**config.mk**
```make
export PLATFORM = sky130hd
export DESIGN_NAME = poly_compress_3bit_pack
export DESIGN_NICKNAME = d
export VERILOG_FILES = /design/src/rtl/pcp_pkg.sv /design/src/rtl/pcp_reduce.sv /design/src/rtl/pcp_pack.sv /design/src/rtl/poly_compress_3bit_pack.sv
export SDC_FILE = /design/constraint.sdc
export NUM_CORES = 1
export LEC_CHECK = 0
export BUFFER_PORTS_ARGS = -buffer_cell sky130_fd_sc_hd__buf_2
export CAP_MARGIN = 20
export CELL_PAD_IN_SITES_DETAIL_PLACEMENT = 0
export CELL_PAD_IN_SITES_GLOBAL_PLACEMENT = 1
export CORE_MARGIN = 1
export CORE_UTILIZATION = 38
export CTS_BUF_LIST = sky130_fd_sc_hd__clkbuf_8
export CTS_CLUSTER_SIZE = 12
export DETAILED_ROUTE_END_ITERATION = 8
export PLACE_DENSITY_LB_ADDON = 0.1
export SETUP_SLACK_MARGIN = 0.15
export SYNTH_ARGS = -nofsm -noshare
export SYNTH_HDL_FRONTEND = slang
export SYNTH_HIERARCHICAL = 1
export SYNTH_SLANG_ARGS = --single-unit
```
**constraint.sdc**
```tcl
create_clock -name clk_i -period 15.86 [get_ports clk_i]
set_input_delay 3.172 -clock clk_i [delete_from_list [all_inputs] [get_ports clk_i]]
set_output_delay 3.172 -clock clk_i [all_outputs]
set_load 0.005 [all_outputs]
```
**src/rtl/pcp_pkg.sv**
```systemverilog
`default_nettype none

package pcp_pkg;

  localparam int unsigned COEFF_COUNT = 256;
  localparam int unsigned MODULUS     = 3329;

  localparam int unsigned COEFF_W = 16;
  localparam int unsigned VALUE_W = 3;
  localparam int unsigned BYTE_W  = 8;
  localparam int unsigned PEND_W  = BYTE_W - 1;
  localparam int unsigned CNT_W   = 3;
  localparam int unsigned IDX_W   = $clog2(COEFF_COUNT);
  localparam int unsigned MOD_W   = $clog2(MODULUS);

  // exact floor division of any 16-bit value by the modulus
  localparam int unsigned RECIP_SHIFT = COEFF_W + MOD_W;
  localparam int unsigned RECIP_W     = COEFF_W + 1;
  localparam int unsigned PROD_W      = COEFF_W + RECIP_W;
  localparam longint unsigned RECIP   =
    ((64'd1 << RECIP_SHIFT) + MODULUS - 1) / MODULUS;

  localparam int unsigned THR_COUNT = 1 << VALUE_W;
  localparam int unsigned THR_W     = MOD_W + 1;

  typedef struct packed {
    logic               valid;
    logic [VALUE_W-1:0] value;
  } value_t;

  // smallest reduced x whose rounded 8x/q reaches k
  function automatic logic [THR_W-1:0] compress_threshold(input int unsigned k);
    int unsigned num;
    num = k * MODULUS - MODULUS / 2;
    return THR_W'((num + 7) / 8);
  endfunction

endpackage

`default_nettype wire

```
**src/rtl/pcp_reduce.sv**
```systemverilog
`default_nettype none

module pcp_reduce
  import pcp_pkg::*;
(
  input  wire logic               clk_i,
  input  wire logic               rst_ni,
  input  wire logic               en_i,
  input  wire logic               valid_i,
  input  wire logic [COEFF_W-1:0] coefficient_i,
  output value_t                  value_o
);

  localparam logic [RECIP_W-1:0] RecipC = RECIP_W'(RECIP);
  localparam logic [COEFF_W-1:0] ModC   = COEFF_W'(MODULUS);

  logic               a_valid_q;
  logic [COEFF_W-1:0] a_coeff_q;
  logic               b_valid_q;
  logic [COEFF_W-1:0] b_coeff_q;
  logic [PROD_W-1:0]  b_prod_q;
  value_t             c_q;
  value_t             c_d;

  logic [COEFF_W-1:0]   quot;
  logic [2*COEFF_W-1:0] quot_mod;
  logic [COEFF_W-1:0]   rem;
  logic [THR_W-1:0]     x;
  logic [VALUE_W:0]     hits;

  always_comb begin
    quot     = COEFF_W'(b_prod_q >> RECIP_SHIFT);
    quot_mod = quot * ModC;
    rem      = b_coeff_q - quot_mod[COEFF_W-1:0];
    x        = {1'b0, rem[MOD_W-1:0]};
    hits     = '0;
    for (int unsigned k = 1; k <= THR_COUNT; k++) begin
      if (x >= compress_threshold(k)) begin
        hits = hits + (VALUE_W+1)'(1);
      end
    end
    c_d.valid = b_valid_q;
    c_d.value = hits[VALUE_W-1:0];
  end

  always_ff @(posedge clk_i or negedge rst_ni) begin
    if (!rst_ni) begin
      a_valid_q <= 1'b0;
      b_valid_q <= 1'b0;
      c_q       <= '0;
    end else if (en_i) begin
      a_valid_q <= valid_i;
      b_valid_q <= a_valid_q;
      c_q       <= c_d;
    end
  end

  always_ff @(posedge clk_i) begin
    if (en_i) begin
      a_coeff_q <= coefficient_i;
      b_coeff_q <= a_coeff_q;
      b_prod_q  <= a_coeff_q * RecipC;
    end
  end

  assign value_o = c_q;

endmodule

`default_nettype wire

```
**src/rtl/pcp_pack.sv**
```systemverilog
`default_nettype none

module pcp_pack
  import pcp_pkg::*;
(
  input  wire logic              clk_i,
  input  wire logic              rst_ni,
  input  wire logic              en_i,
  input  value_t                 value_i,
  output logic                   out_valid_o,
  output logic [BYTE_W-1:0]      packed_byte_o,
  output logic                   last_byte_o
);

  localparam logic [IDX_W-1:0] LastIdx = IDX_W'(COEFF_COUNT - 1);

  logic [PEND_W-1:0] pend_q, pend_d;
  logic [CNT_W-1:0]  cnt_q, cnt_d;
  logic [IDX_W-1:0]  idx_q, idx_d;
  logic              out_valid_q, out_valid_d;
  logic [BYTE_W-1:0] byte_q;
  logic              last_q;

  logic [BYTE_W+1:0] acc;
  logic [CNT_W:0]    sum;
  logic              is_final;
  logic              produce;

  always_comb begin
    acc      = (BYTE_W+2)'(pend_q) | ((BYTE_W+2)'(value_i.value) << cnt_q);
    sum      = (CNT_W+1)'(cnt_q) + (CNT_W+1)'(VALUE_W);
    is_final = (idx_q >= LastIdx);
    produce  = value_i.valid && sum[CNT_W];
    pend_d   = pend_q;
    cnt_d    = cnt_q;
    idx_d    = idx_q;
    if (value_i.valid) begin
      if (sum[CNT_W]) begin
        pend_d = PEND_W'(acc[BYTE_W+1:BYTE_W]);
        cnt_d  = sum[CNT_W-1:0];
      end else begin
        pend_d = acc[PEND_W-1:0];
        cnt_d  = sum[CNT_W-1:0];
      end
      idx_d = is_final ? '0 : idx_q + IDX_W'(1);
    end
    out_valid_d = produce;
  end

  always_ff @(posedge clk_i or negedge rst_ni) begin
    if (!rst_ni) begin
      pend_q      <= '0;
      cnt_q       <= '0;
      idx_q       <= '0;
      out_valid_q <= 1'b0;
    end else if (en_i) begin
      pend_q      <= pend_d;
      cnt_q       <= cnt_d;
      idx_q       <= idx_d;
      out_valid_q <= out_valid_d;
    end
  end

  always_ff @(posedge clk_i) begin
    if (en_i && produce) begin
      byte_q <= acc[BYTE_W-1:0];
      last_q <= is_final;
    end
  end

  assign out_valid_o   = out_valid_q;
  assign packed_byte_o = byte_q;
  assign last_byte_o   = last_q;

endmodule

`default_nettype wire

```
**src/rtl/poly_compress_3bit_pack.sv**
```systemverilog
`default_nettype none

// Compresses 16-bit polynomial coefficients to 3 bits, round(8x/q) mod 8 after full
// reduction mod q, and packs them little-endian into bytes, first value in the low bits,
// three bytes per eight coefficients. last_byte_o flags a byte completed on the final
// coefficient of a polynomial; leftover bits are never flushed at a boundary. One
// coefficient is taken every cycle unless stalled; the completing coefficient of a byte
// passes the input register, reciprocal multiply, remainder and rounding compare, and
// pack and output register stages. While a byte waits at the output and out_stall_i is
// high, the whole pipeline holds and in_stall_o is raised.
module poly_compress_3bit_pack
  import pcp_pkg::*;
(
  input  wire logic               clk_i,
  input  wire logic               rst_ni,
  input  wire logic               in_valid_i,
  output logic                    in_stall_o,
  input  wire logic [COEFF_W-1:0] coefficient_i,
  output logic                    out_valid_o,
  input  wire logic               out_stall_i,
  output logic [BYTE_W-1:0]       packed_byte_o,
  output logic                    last_byte_o
);

  logic   en;
  value_t value;

  assign en         = !out_valid_o || !out_stall_i;
  assign in_stall_o = !en;

  pcp_reduce u_reduce (
    .clk_i         (clk_i),
    .rst_ni        (rst_ni),
    .en_i          (en),
    .valid_i       (in_valid_i),
    .coefficient_i (coefficient_i),
    .value_o       (value)
  );

  pcp_pack u_pack (
    .clk_i         (clk_i),
    .rst_ni        (rst_ni),
    .en_i          (en),
    .value_i       (value),
    .out_valid_o   (out_valid_o),
    .packed_byte_o (packed_byte_o),
    .last_byte_o   (last_byte_o)
  );

endmodule

`default_nettype wire
```
Word level (Yosys, flattened, before mapping)
Index checks and enable logic that the tools add are counted.
W data, S select, Z words.
- flip-flop bits (word level): 93
- input bits: 20
- word-level logic and storage cells: 53
- add/subtract/negate cells: 10
- multiply operators: 2
- $lt $le $gt $ge: 9
- shift operators: 1
- muxes and demuxes: 10
- bitwise logic cells: 1
- reduce and logical (&&, ||, !) cells: 7
- operator list (kind ; number):
    $ge A12 B11 Y1 const B ; 3
    $ge A12 B12 Y1 const B ; 3
    $mul A16 B15 Y31 const B ; 1
    $mux W3 ; 7
    $add A3 B1 Y3 const B ; 6
    $ge A12 B10 Y1 const B ; 1
    $ge A12 B8 Y1 const B ; 1
    $mul A5 B12 Y12 const B ; 1
    $sub A12 B12 Y12 ; 1
    $or A7 B10 Y10 ; 1
    $shl A3 B3 Y10 ; 1
    $add A8 B1 Y8 const B ; 1
    $ge A8 B8 Y1 const B ; 1
    $mux W8 ; 1
    $mux W7 ; 1
    $add A3 B2 Y4 const B ; 1
    $logic_not A1 Y1 ; 3
    $add A1 B1 Y2 const B ; 1
    $logic_and A1 B1 Y1 ; 2
    $reduce_and A2 Y1 ; 1
    $logic_or A1 B1 Y1 ; 1
    $mux W1 ; 1

Longest topological paths before layout
Gate-level depths: netlist of run 1.
- depth in word-level cells: 18
- mapped depth: 33
- depth with buffers taken out: 33

Cells and area by module
The synthesis of run 1 kept the hierarchy.
- by module, submodules not included (module ; times used ; cells an instance ; area an instance (µm²) ; seq. area each (µm²)):
    pcp_reduce ; 1 ; 599 ; 6567.5 ; 1141.1
    pcp_pack ; 1 ; 121 ; 1408.9 ; 745.7
    poly_compress_3bit_pack ; 1 ; 2 ; 10.0 ; 0.0

Worst setup path before layout of run 1
OpenSTA, ideal clock, no wires.
- path kind: input to output
- start: input out_stall_i
- end: output in_stall_o
- arrival time: 3.297 ns
- data required time: 12.688 ns
- slack: 9.391 ns
- stages: 1
- buffers on the path: 0
- cell sequence: and2_1
- cells in the longest elaborated chain, start to end: 3
- RTL lines (item ; line ; RTL):
    from (decl) ; poly_compress_3bit_pack.sv:20 ; input wire logic out_stall_i,
    $logic_not A1 Y1 ; poly_compress_3bit_pack.sv:28 ; assign en = !out_valid_o || !out_stall_i;
    $logic_or A1 B1 Y1 ; poly_compress_3bit_pack.sv:28 ;
    $logic_not A1 Y1 ; poly_compress_3bit_pack.sv:29 ; assign in_stall_o = !en;
    to (decl) ; poly_compress_3bit_pack.sv:17 ; output logic in_stall_o,
Every way passes these cells.

Worst setup path after layout of run 1
- start: register u_reduce.b_prod_q[28]
- end: register u_reduce.c_q, in the netlist u_reduce/value_o[2]
- cells in the longest elaborated chain, start to end: 18
- elaborated cells between the ends (all ways): 25
- classes of those cells: add/sub (8); mul (1); order compare (8); mux (8)
- RTL lines (item ; line ; RTL):
    from (decl) ; pcp_reduce.sv:21 ; logic [PROD_W-1:0] b_prod_q;
    from (signal assigned) ; pcp_reduce.sv:62 ; b_prod_q <= a_coeff_q * RecipC;
    $mul A5 B12 Y12 * ; pcp_reduce.sv:33 ; quot_mod = quot * ModC;
    $sub A12 B12 Y12 * ; pcp_reduce.sv:34 ; rem = b_coeff_q - quot_mod[COEFF_W-1:0];
    $ge A12 B8 Y1 ; pcp_reduce.sv:38 ; if (x >= compress_threshold(k)) begin
    $mux W1 ; pcp_reduce.sv:38 ;
    $add A1 B1 Y2 ; pcp_reduce.sv:39 ; hits = hits + (VALUE_W+1)'(1);
    $mux W3 ; pcp_reduce.sv:38 ;
    $add A3 B1 Y3 ; pcp_reduce.sv:39 ;
    $mux W3 ; pcp_reduce.sv:38 ;
    [... 2 more ...] ; - ;
    $add A3 B1 Y3 ; pcp_reduce.sv:39 ;
    $mux W3 ; pcp_reduce.sv:38 ;
    $add A3 B1 Y3 ; pcp_reduce.sv:39 ;
    $mux W3 ; pcp_reduce.sv:38 ;
    $add A3 B1 Y3 ; pcp_reduce.sv:39 ;
    $mux W3 ; pcp_reduce.sv:38 ;
    $add A3 B1 Y3 ; pcp_reduce.sv:39 ;
    $mux W3 * ; pcp_reduce.sv:38 ;
    to (signal assigned) ; pcp_reduce.sv:50 ; c_q <= '0;
    to (signal assigned) ; pcp_reduce.sv:54 ; c_q <= c_d;
    to (decl) ; pcp_reduce.sv:22 ; value_t c_q;
Every way passes the cells marked *; elsewhere a longest branch is shown, timed or not.
A chain may end at the register's enable or synchronous reset.

==> metrics.csv, run 1 <==
metric,value,unit
setup bufs post-CTS,0,
buffers and inverters on the worst path,3,
Area Overhead vs Synth,8.288,%
Critical Path Start,u_reduce/b_prod_q[28],
Final Max Slew Viols,0,
syn avg cell area,11.06,µm²
most numerous cell in the Yosys netlist,inv_1,
most frequent cells after synthesis,"inv_1, ha_1, fa_1",
unique cell type count in the Yosys netlist,84,
CTS tree,yes,
nets,1002,
Max-Cap Viols,0,
Crit path largest cell delay,540,ps
TritonCTS Buffers,9,
Post-synth EDFFs,42,
Main synth FF type,edfxtp_1,
number of global-route vias before repair,5596,
minimum clock period,6836,ps
final WL,16800,µm
hold_buf cts,0,
HPWL Detailed,14480,µm
io pins,31,
"CTS clk-pin slew, worst paths",80,ps
die area,21600,µm²
"Seq/Total Area, Yosys",23.63,%
Worst Max-Slew Pin Slew,708.5,ps
Critical Path Stages,29,
M1 wire length,7883,µm
#FFs+latches synth,67,
crit path DAT,7070,ps
core area,20430,µm²
DRC,0,
Pre-antenna DRT Iters,5,
routed length on met2,8261,µm
RSZ-0062 raised after global routing,no,
synth top area cells,"fa_1, ha_1, edfxtp_1",
crit-path max FO,9,
share of the synthesized area in the top cell type,23.06,%
Worst Hold Class,flip-flop to flip-flop,
Ys Warns,6,
number of buffers added on ports,30,
fmax,0.1463,GHz
Final ANT Viol Nets,0,
"Hold Vio Cnt, Final",0,
# setup viols final,0,
CP most frequent cell,ha_1,
"Async S/R FF share, synth",37.31,%
grt ovf,0,
synthesized instance count,722,
vias post-DR,5051,
H-tree levels,3,
layout cell share with drive strength beyond 1,11.07,%
Yosys top cell by area,fa_1,
Slowest cell on crit path,xnor2_1,
FF-to-FF path depth,29,
Die Width,147.0,µm
Setup crit end kind,flip-flop,
Total Routing Usage GR,17.64,%
Worst Setup Start Kind,flip-flop,
syn nets,970,
CTS max path bufs,2,
fin crit share,43.10,%
Rows,52,
post-cts sizing count,0,
Mapped Area,7986,µm²
antenna violations before repair,0,
worst r2r dst,u_reduce/value_o[2],
Worst Setup Path Type,flip-flop to flip-flop,
Worst setup endpoint,u_reduce/value_o[2],
clock latency on the worst-skew pair,360,ps
Die Y,147.0,µm
wire length per cell,16.33,µm
top layer in use,met4,
ant diodes,0,
Root Buffer Master,clkbuf_8,
Worst Skew,11.36,ps
setup_tns,0,ps
worst path required time,16100,ps
Fill cells,1979,
DRT iter0 DRCs,267,
cell family with the largest share of critical-path delay,adder cells,
WL met3,418,µm
launch point of the worst reg-to-reg path,u_reduce/b_prod_q[28],
routability cong.,0.8196,
maximum number of pins on one net before global-route repair,46,
Slew headroom,52.59,%
Initial Util,39.09,%
Vias/cell,4.909,
reg-to-reg setup timing slack,9020,ps
status,completed,
Clock Sinks,67,
first-pass GRT wire length,29390,µm
==> layout make-up <==
type | count | area, µm² | area share, %
Inverter | 146 | 550.5 | 6.366
Clock inverter | 7 | 105.1 | 1.215
Sequential cell | 67 | 1887 | 21.82
Tap cell | 270 | 337.8 | 3.906
Clock buffer | 9 | 123.9 | 1.432
Timing Repair Buffer | 31 | 170.2 | 1.968
Multi-Input combinational cell | 499 | 5474 | 63.30
==> state kept, by name, indices dropped and copies added, names as in the netlist, 3 cells and up <==
| signal | cells |
|---|---|
| u_pack/idx_q | 8 |
| u_reduce/b_prod_q | 5 |
| u_reduce/a_coeff_q | 16 |
| u_pack/pend_q | 7 |
| u_reduce/value_o | 4 |
| u_reduce/b_coeff_q | 12 |
| u_pack/cnt_q | 3 |
| u_pack/packed_byte_o | 8 |
==> placed cells by master (no fill, tap or decap), types with 12 or more instances in the layout <==
cell,count
xor2_1,12
edfxtp_1,42
nor2_1,19
a21oi_1,23
fa_1,92
inv_1,144
o21ai_0,14
a21o_1,14
dfrtp_1,25
nand2_1,22
ha_1,136
buf_2,30
xnor2_1,25
nand3_1,14
==> through the flow <==
| stage | util [%] | instances | setup slack, ps | hold slack [ps] | instance area (µm²) |
|---|---|---|---|---|---|
| floorplan | - | 722 | 9391 | 437.7 | 7986 |
| global placement | 41.11 | 1012 | 9171 | 457.2 | 8399 |
| detailed placement | 41.11 | 1012 | 9013 | 460.3 | 8399 |
| CTS | 42.23 | 1028 | 8973 | 475.4 | 8628 |
| global route | 42.33 | 1029 | 8510 | 514.8 | 8648 |
| finish | 42.33 | 1029 | 9024 | 474.7 | 8648 |
==> worst min path at each step <==
stage | from | endpoint | slack [ps] | cells past startpoint
after global placement | u_pack/idx_q[4] | u_pack/idx_q[4] | 460 | 1
after global routing | u_pack/idx_q[4] | u_pack/idx_q[4] | 510 | 1
final | u_pack/idx_q[4] | u_pack/idx_q[4] | 470 | 1
after detailed placement | u_pack/idx_q[4] | u_pack/idx_q[4] | 460 | 1
after floorplan | u_pack/idx_q[4] | u_pack/idx_q[4] | 440 | 1
after CTS | u_pack/idx_q[4] | u_pack/idx_q[4] | 480 | 1
==> cells by family after synthesis <==
kind of cell / after synthesis / synth area share (%)
DFF: 67 / 23.63
and+or+nand+nor: 105 / 7.489
adders and majority gates: 228 / 44.37
muxes: 13 / 1.770
xor gates and xnor gates: 38 / 4.261
AOI/OAI and AO/OA: 115 / 10.62
buffers and inverters: 156 / 7.865
==> metal layers <==
metal | track usage, % | vias to the layer above
met5 | 0 | -
met4 | 4.485 | 0
met3 | 3.012 | 13
met2 | 29.93 | 67
met1 | 23.33 | 2455
li1 | - | 2516
Power of run 1 is left out: the tool's default activity adds up to more than one toggle a clock period on the data nets, which glitch-free logic cannot reach.
==> inputs of run 2 (changes only) <==
- ABC_AREA: unset -> 1
- clock period: 15.86 -> 6 ns (I/O delays scaled with it)
==> metrics.csv, run 2 <==
metric,value,unit,change
Total Routing Usage GR,17.97,%,+0.33 points
maximum number of pins on one net before global-route repair,45,,-2.2%
routability cong.,0.8042,,-1.9%
Hold Crit Endpoint,u_reduce/b_valid_q,,
H-tree levels,3,,unchanged
final instance area,9706,µm²,+12%
worst r2r dst,u_reduce/b_prod_q[32],,
grt ovf,0,,unchanged
synth top area cells,"fa_1, ha_1, edfxtp_1",,
cell family with the largest share of critical-path delay,adder cells,,
HPWL Detailed,15280,µm,+5.5%
Pre-antenna DRT Iters,5,,unchanged
#FFs+latches synth,67,,unchanged
dpl cell area,8902,µm²,+6.0%
most numerous cell in the Yosys netlist,inv_1,,
antenna violations before repair,0,,unchanged
hold_buf cts,0,,unchanged
Rows,53,,+1.9%
Final ANT Viol Nets,0,,unchanged
crit-path max FO,4,,-5
Worst Max-Slew Pin Slew,582.1,ps,-126.3 ps
most frequent cells after synthesis,"inv_1, nand2_1, ha_1",,
wire length per cell,14.47,µm,-11%
layout cell share with drive strength beyond 1,22.13,%,+11 points
Worst Hold Class,flip-flop to flip-flop,,
hold_ws,461.0,ps,-13.64 ps
Slew headroom,61.19,%,+8.6 points
CTS tree,yes,,
CP most frequent cell,fa_1,,
syn nets,1158,,+19%
final WL,18500,µm,+10%
Slowest cell on crit path,fa_1,,
Die Y,149.8,µm,+1.9%
"Async S/R FF share, synth",37.31,%,unchanged
RSZ-0062 raised after global routing,yes,,
CTS max path bufs,2,,unchanged
Worst Skew,13.99,ps,+2.624 ps
Fill cells,2132,,+7.7%
Top Registers,"u_reduce/a_coeff_q x16, u_reduce/b_coeff_q x12",,
Ys Warns,6,,unchanged
minimum clock period,5610,ps,-1226 ps
Post-synth EDFFs,42,,unchanged
status,completed,,
ant diodes,0,,unchanged
fmax,0.1783,GHz,+22%
Crit path largest cell delay,600,ps,+60 ps
FF-to-FF path depth,21,,-28%
most frequent cells in the layout,"inv_1, nand2_1, ha_1",,
"Seq/Total Area, Yosys",22.74,%,-0.88 points
DRT iter0 DRCs,185,,-31%
Clock Sinks,67,,unchanged
Mapped Area,8297,µm²,+3.9%
Die Width,149.8,µm,+1.9%
nets,1246,,+24%
largest reg by FF count,u_reduce/a_coeff_q,,
"Cell Chain, Critical Path",buf_4 -> fa_1 -> fa_1 -> inv_1 -> fa_1 -> inv_1 -> fa_1 -> fa_1 -> fa_1 -> ha_4 -> a21oi_1 -> o21ai_0 -> a21oi_1 -> nand2_1 -> nand3_1 -> nand2_1 -> a21oi_2 -> or2_4 -> nand2_1 -> nand2_1 -> nand2_2,,
vias post-DR,5957,,+18%
Main synth FF type,edfxtp_1,,
Worst Setup Path Type,flip-flop to flip-flop,,
Yosys top cell by area,fa_1,,
number of global-route vias before repair,6111,,+9.2%
Initial Util,39.10,%,about the same
TritonCTS Buffers,9,,unchanged
die area,22430,µm²,+3.8%
crit path DAT,5700,ps,-1370 ps
Max-Cap Viols,0,,unchanged
launch point of the worst reg-to-reg path,u_reduce/a_coeff_q[13],,
number of buffers added on ports,30,,unchanged
Hold Crit Start,u_reduce/a_valid_q,,
unique cell type count in the Yosys netlist,44,,-48%
fin crit share,93.49,%,+50 points
max reg flops,16,,unchanged
Area Overhead vs Synth,16.98,%,
io pins,31,,unchanged
Final Max Slew Viols,0,,unchanged
"CTS clk-pin slew, worst paths",80,ps,about the same
final core utilization,45.74,%,+3.4 points
Worst Setup Start Kind,flip-flop,,
first-pass GRT wire length,30910,µm,+5.2%
Root Buffer Master,clkbuf_8,,
# setup viols final,0,,unchanged
Vias/cell,4.661,,-5.0%
"Hold Vio Cnt, Final",0,,unchanged
clock latency on the worst-skew pair,350,ps,about the same
buffers and inverters on the worst path,3,,unchanged
worst path required time,6090,ps,-10010 ps
core area,21220,µm²,+3.9%
"leading cell type in the layout, fill and taps excluded",inv_1,,
Setup crit end kind,flip-flop,,
reg-to-reg setup timing slack,390,ps,-8630 ps
WHS Path Cells,2,,+1
syn avg cell area,9.117,µm²,-18%
synthesized instance count,910,,+26%
share of the synthesized area in the top cell type,22.20,%,-0.86 points
DRC,0,,unchanged
-- run 2: what timing repair did --
action                                  in CTS  in global routing
resized for setup                           13                 60
cloned                                       0                  0
setup buffers                               13                 18
endpoints found under the setup margin       4                  7
pin swaps                                    5                 43
-- run 2: tightest hold or removal path, stage by stage (launching register included) --
cell	delay (ps)
dfrtp_1	340
nand2_1	50
nand2_1	50
-- run 2: worst max path at each step --
stage	from	end	cells after the start
final	u_reduce/a_coeff_q[13]	u_reduce/b_prod_q[32]	21
after global routing	u_reduce/b_prod_q[28]	u_reduce/value_o[2]	44
after CTS	u_reduce/b_prod_q[29]	u_reduce/value_o[2]	43
after detailed placement	u_reduce/b_prod_q[29]	u_reduce/value_o[2]	40
after global placement	u_reduce/a_coeff_q[10]	u_reduce/b_prod_q[32]	21
after floorplan	u_reduce/b_prod_q[29]	u_reduce/value_o[2]	44
-- run 2: per-stage QoR --
step           setup slack (ps)  std cells  TNS (ps)
2_1_floorplan             398.0        910         0
3_3_place_gp              24.93       1231         0
4_1_cts                   137.3       1260         0
5_1_grt                   95.31       1278         0
6_report                  390.3       1278         0
3_5_place_dp             -49.35       1231    -49.35
-- run 2: cells by family (layout without fill, tap and decap cells) --
| kind of cell | after synthesis | count (layout) | share of synthesized area (%) |
|---|---|---|---|
| flip-flops | 67 | 67 | 22.74 |
| adder cells (fa/ha/maj) | 228 | 228 | 42.71 |
| AND/OR/NAND/NOR | 313 | 313 | 17.39 |
| buffers and inverters | 213 | 306 | 10.01 |
| AO/OA/AOI/OAI | 73 | 73 | 5.369 |
| XOR/XNOR | 16 | 16 | 1.780 |
-- run 2: area by class of cell --
class	count	area [µm²]	area share, %
clock inverters	7	98.84	1.018
multi-input cells	630	5923	61.03
clock buffers	9	123.9	1.276
well taps	275	344.1	3.545
inverters	208	784.5	8.083
repair buffers	82	544.3	5.608
flip-flops and latches	67	1887	19.44
-- run 2: metal layers --
metal,wire length [µm],vias up,global-route usage [%]
li1,-,3055,-
met1,8739,2844,24.08
met2,9229,45,31.06
met3,307,13,1.982
met4,218,0,3.990
met5,0,-,0
Power of run 2 is left out for the same reason.
==> inputs of run 3 (changes only) <==
- CORE_UTILIZATION: 38 -> 46
- HOLD_SLACK_MARGIN: unset -> 0.15
==> metrics.csv, run 3 (synthesis gave the netlist of run 2 again) <==
metric,value,unit,change
status,completed,,
layout cell share with drive strength beyond 1,22.16,%,about the same
number of buffers added on ports,30,,unchanged
post-route setup slack,415.3,ps,+24.92 ps
DRT iter0 DRCs,290,,+57%
FF-to-FF path depth,23,,+9.5%
wire length per cell,14.32,µm,-1.1%
# setup viols final,0,,unchanged
Critical Path Stages,23,,+9.5%
fin crit share,93.08,%,-0.42 points
Die Y,136.3,µm,-9.0%
Vias/cell,4.916,,+5.5%
antenna violations before repair,0,,unchanged
first-pass GRT wire length,29310,µm,-5.2%
"leading cell type in the layout, fill and taps excluded",inv_1,,
hold_buf cts,0,,unchanged
Root Buffer Master,clkbuf_8,,
crit-path max FO,3,,-1
minimum clock period,5585,ps,-24.92 ps
"Hold Vio Cnt, Final",0,,unchanged
Rows,48,,-9.4%
setup_tns,0,ps,unchanged
Worst Max-Slew Pin Slew,574.0,ps,-8.160 ps
Slew headroom,61.74,%,+0.54 points
WHS Path Cells,1,,-1
Clock Sinks,67,,unchanged
grt ovf,0,,unchanged
vias post-DR,5988,,+0.52%
fmax,0.1791,GHz,+0.45%
routed length on met2,8671,µm,-6.0%
HPWL Detailed,14660,µm,-4.1%
Final ANT Viol Nets,0,,unchanged
die area,18580,µm²,-17%
Area Overhead vs Synth,14.96,%,
clock latency on the worst-skew pair,360,ps,about the same
worst path required time,6130,ps,+40 ps
Worst Setup Path Type,flip-flop to flip-flop,,
Final Max Slew Viols,0,,unchanged
nets,1236,,-0.80%
maximum number of pins on one net before global-route repair,37,,-18%
CTS tree,yes,,
io pins,31,,unchanged
Worst Hold Class,flip-flop to flip-flop,,
"Cell Chain, Critical Path",buf_6 -> buf_4 -> fa_2 -> fa_1 -> fa_1 -> inv_1 -> fa_1 -> inv_2 -> fa_1 -> inv_1 -> fa_1 -> inv_2 -> ha_4 -> nand2_1 -> a31o_2 -> a21o_1 -> nand2_1 -> nand3_1 -> nand2_1 -> a21oi_2 -> or2_4 -> nand3_1 -> nand2_1,,
Setup crit end kind,flip-flop,,
largest reg by FF count,u_reduce/a_coeff_q,,
Pre-antenna DRT Iters,4,,-1
dpl ws,30.66,ps,+80.01 ps
Total Routing Usage GR,20.66,%,+2.7 points
Max-Cap Viols,0,,unchanged
Slowest cell on crit path,fa_2,,
RSZ-0062 raised after global routing,yes,,
CTS max path bufs,2,,unchanged
Die Width,136.3,µm,-9.0%
top layer in use,met4,,
Initial Util,47.47,%,+8.4 points
WL met3,329,µm,+7.2%
routability cong.,0.8239,,+2.4%
final WL,17440,µm,-5.7%
crit path DAT,5710,ps,about the same
most frequent cells in the layout,"inv_1, nand2_1, ha_1",,
ant diodes,0,,unchanged
Worst Setup Start Kind,flip-flop,,
buffers and inverters on the worst path,6,,+3
Crit path largest cell delay,560,ps,-40 ps
CP most frequent cell,fa_1,,
max reg flops,16,,unchanged
cell family with the largest share of critical-path delay,adder cells,,
core area,17480,µm²,-18%
Top Registers,"u_reduce/a_coeff_q x16, u_reduce/b_coeff_q x12",,
DRC,0,,unchanged
"CTS clk-pin slew, worst paths",90,ps,about the same
number of global-route vias before repair,6017,,-1.5%
M1 wire length,8082,µm,-7.5%
TritonCTS Buffers,9,,unchanged
H-tree levels,3,,unchanged
Worst Skew,14.70,ps,+0.7113 ps
## run 3: cell types whose count changed in the layout (fill, tap and decap cells not counted), sizes merged
cell,delta
clkinvlp,+1
clkinv,-2
buf,-10
bufinv,-1
inv,+2
## run 3: metrics by stage
stage / util [%] / hold slack (ps) / area [µm²] / std cells
3_3_place_gp: 50.32 / 464.6 / 8795 / 1175
6_report: 54.57 / 473.1 / 9538 / 1218
2_1_floorplan: - / 442.2 / 8297 / 910
4_1_cts: 51.89 / 477.4 / 9069 / 1199
3_5_place_dp: 50.32 / 459.8 / 8795 / 1175
5_1_grt: 54.57 / 497.0 / 9538 / 1218
## run 3: timing repair
item / in CTS / in global routing
gates resized for setup: 3 / 80
pin swaps: 2 / 34
setup endpoints to repair: 2 / 7
buffers inserted: 8 / 19
## run 3: layout make-up
class,count,area [µm²]
well taps,225,281.5
clock inverters,7,80.08
fillers,1649,7939
inverters,208,784.5
clock buffers,9,123.9
flip-flops and latches,67,1887
repair buffers,72,469.2
multi-input cells,630,5912
## run 3: layer usage
metal	track usage [%]	vias up
li1	-	3040
met1	27.59	2860
met2	35.48	65
met3	2.013	23
met4	5.802	0
met5	0	-
## run 3: final timing paths
path                                  startpoint               endpoint  slack [ps]
min in group asynchronous                 rst_ni       u_pack/pend_q[4]         820
hold reg to reg                  u_pack/idx_q[6]        u_pack/idx_q[6]         470
setup / recovery           u_reduce/a_coeff_q[9]  u_reduce/b_prod_q[32]         420
hold / removal                   u_pack/idx_q[6]        u_pack/idx_q[6]         470
setup reg to reg           u_reduce/a_coeff_q[9]  u_reduce/b_prod_q[32]         420
max in group asynchronous                 rst_ni        u_pack/idx_q[4]        4780
## run 3: worst register-to-register path: stages, from the launching register on
cell      delay, ps
edfxtp_1        440
buf_6           150
buf_4           140
fa_2            560
fa_1            460
fa_1            520
inv_1            50
fa_1            520
inv_2            40
fa_1            530
inv_1            50
fa_1            500
inv_2            50
ha_4            260
nand2_1          40
a31o_2          230
a21o_1          150
nand2_1          60
nand3_1          60
nand2_1          80
a21oi_2          80
or2_4           230
nand3_1          60
nand2_1          50
Power of run 3 is left out for the same reason.
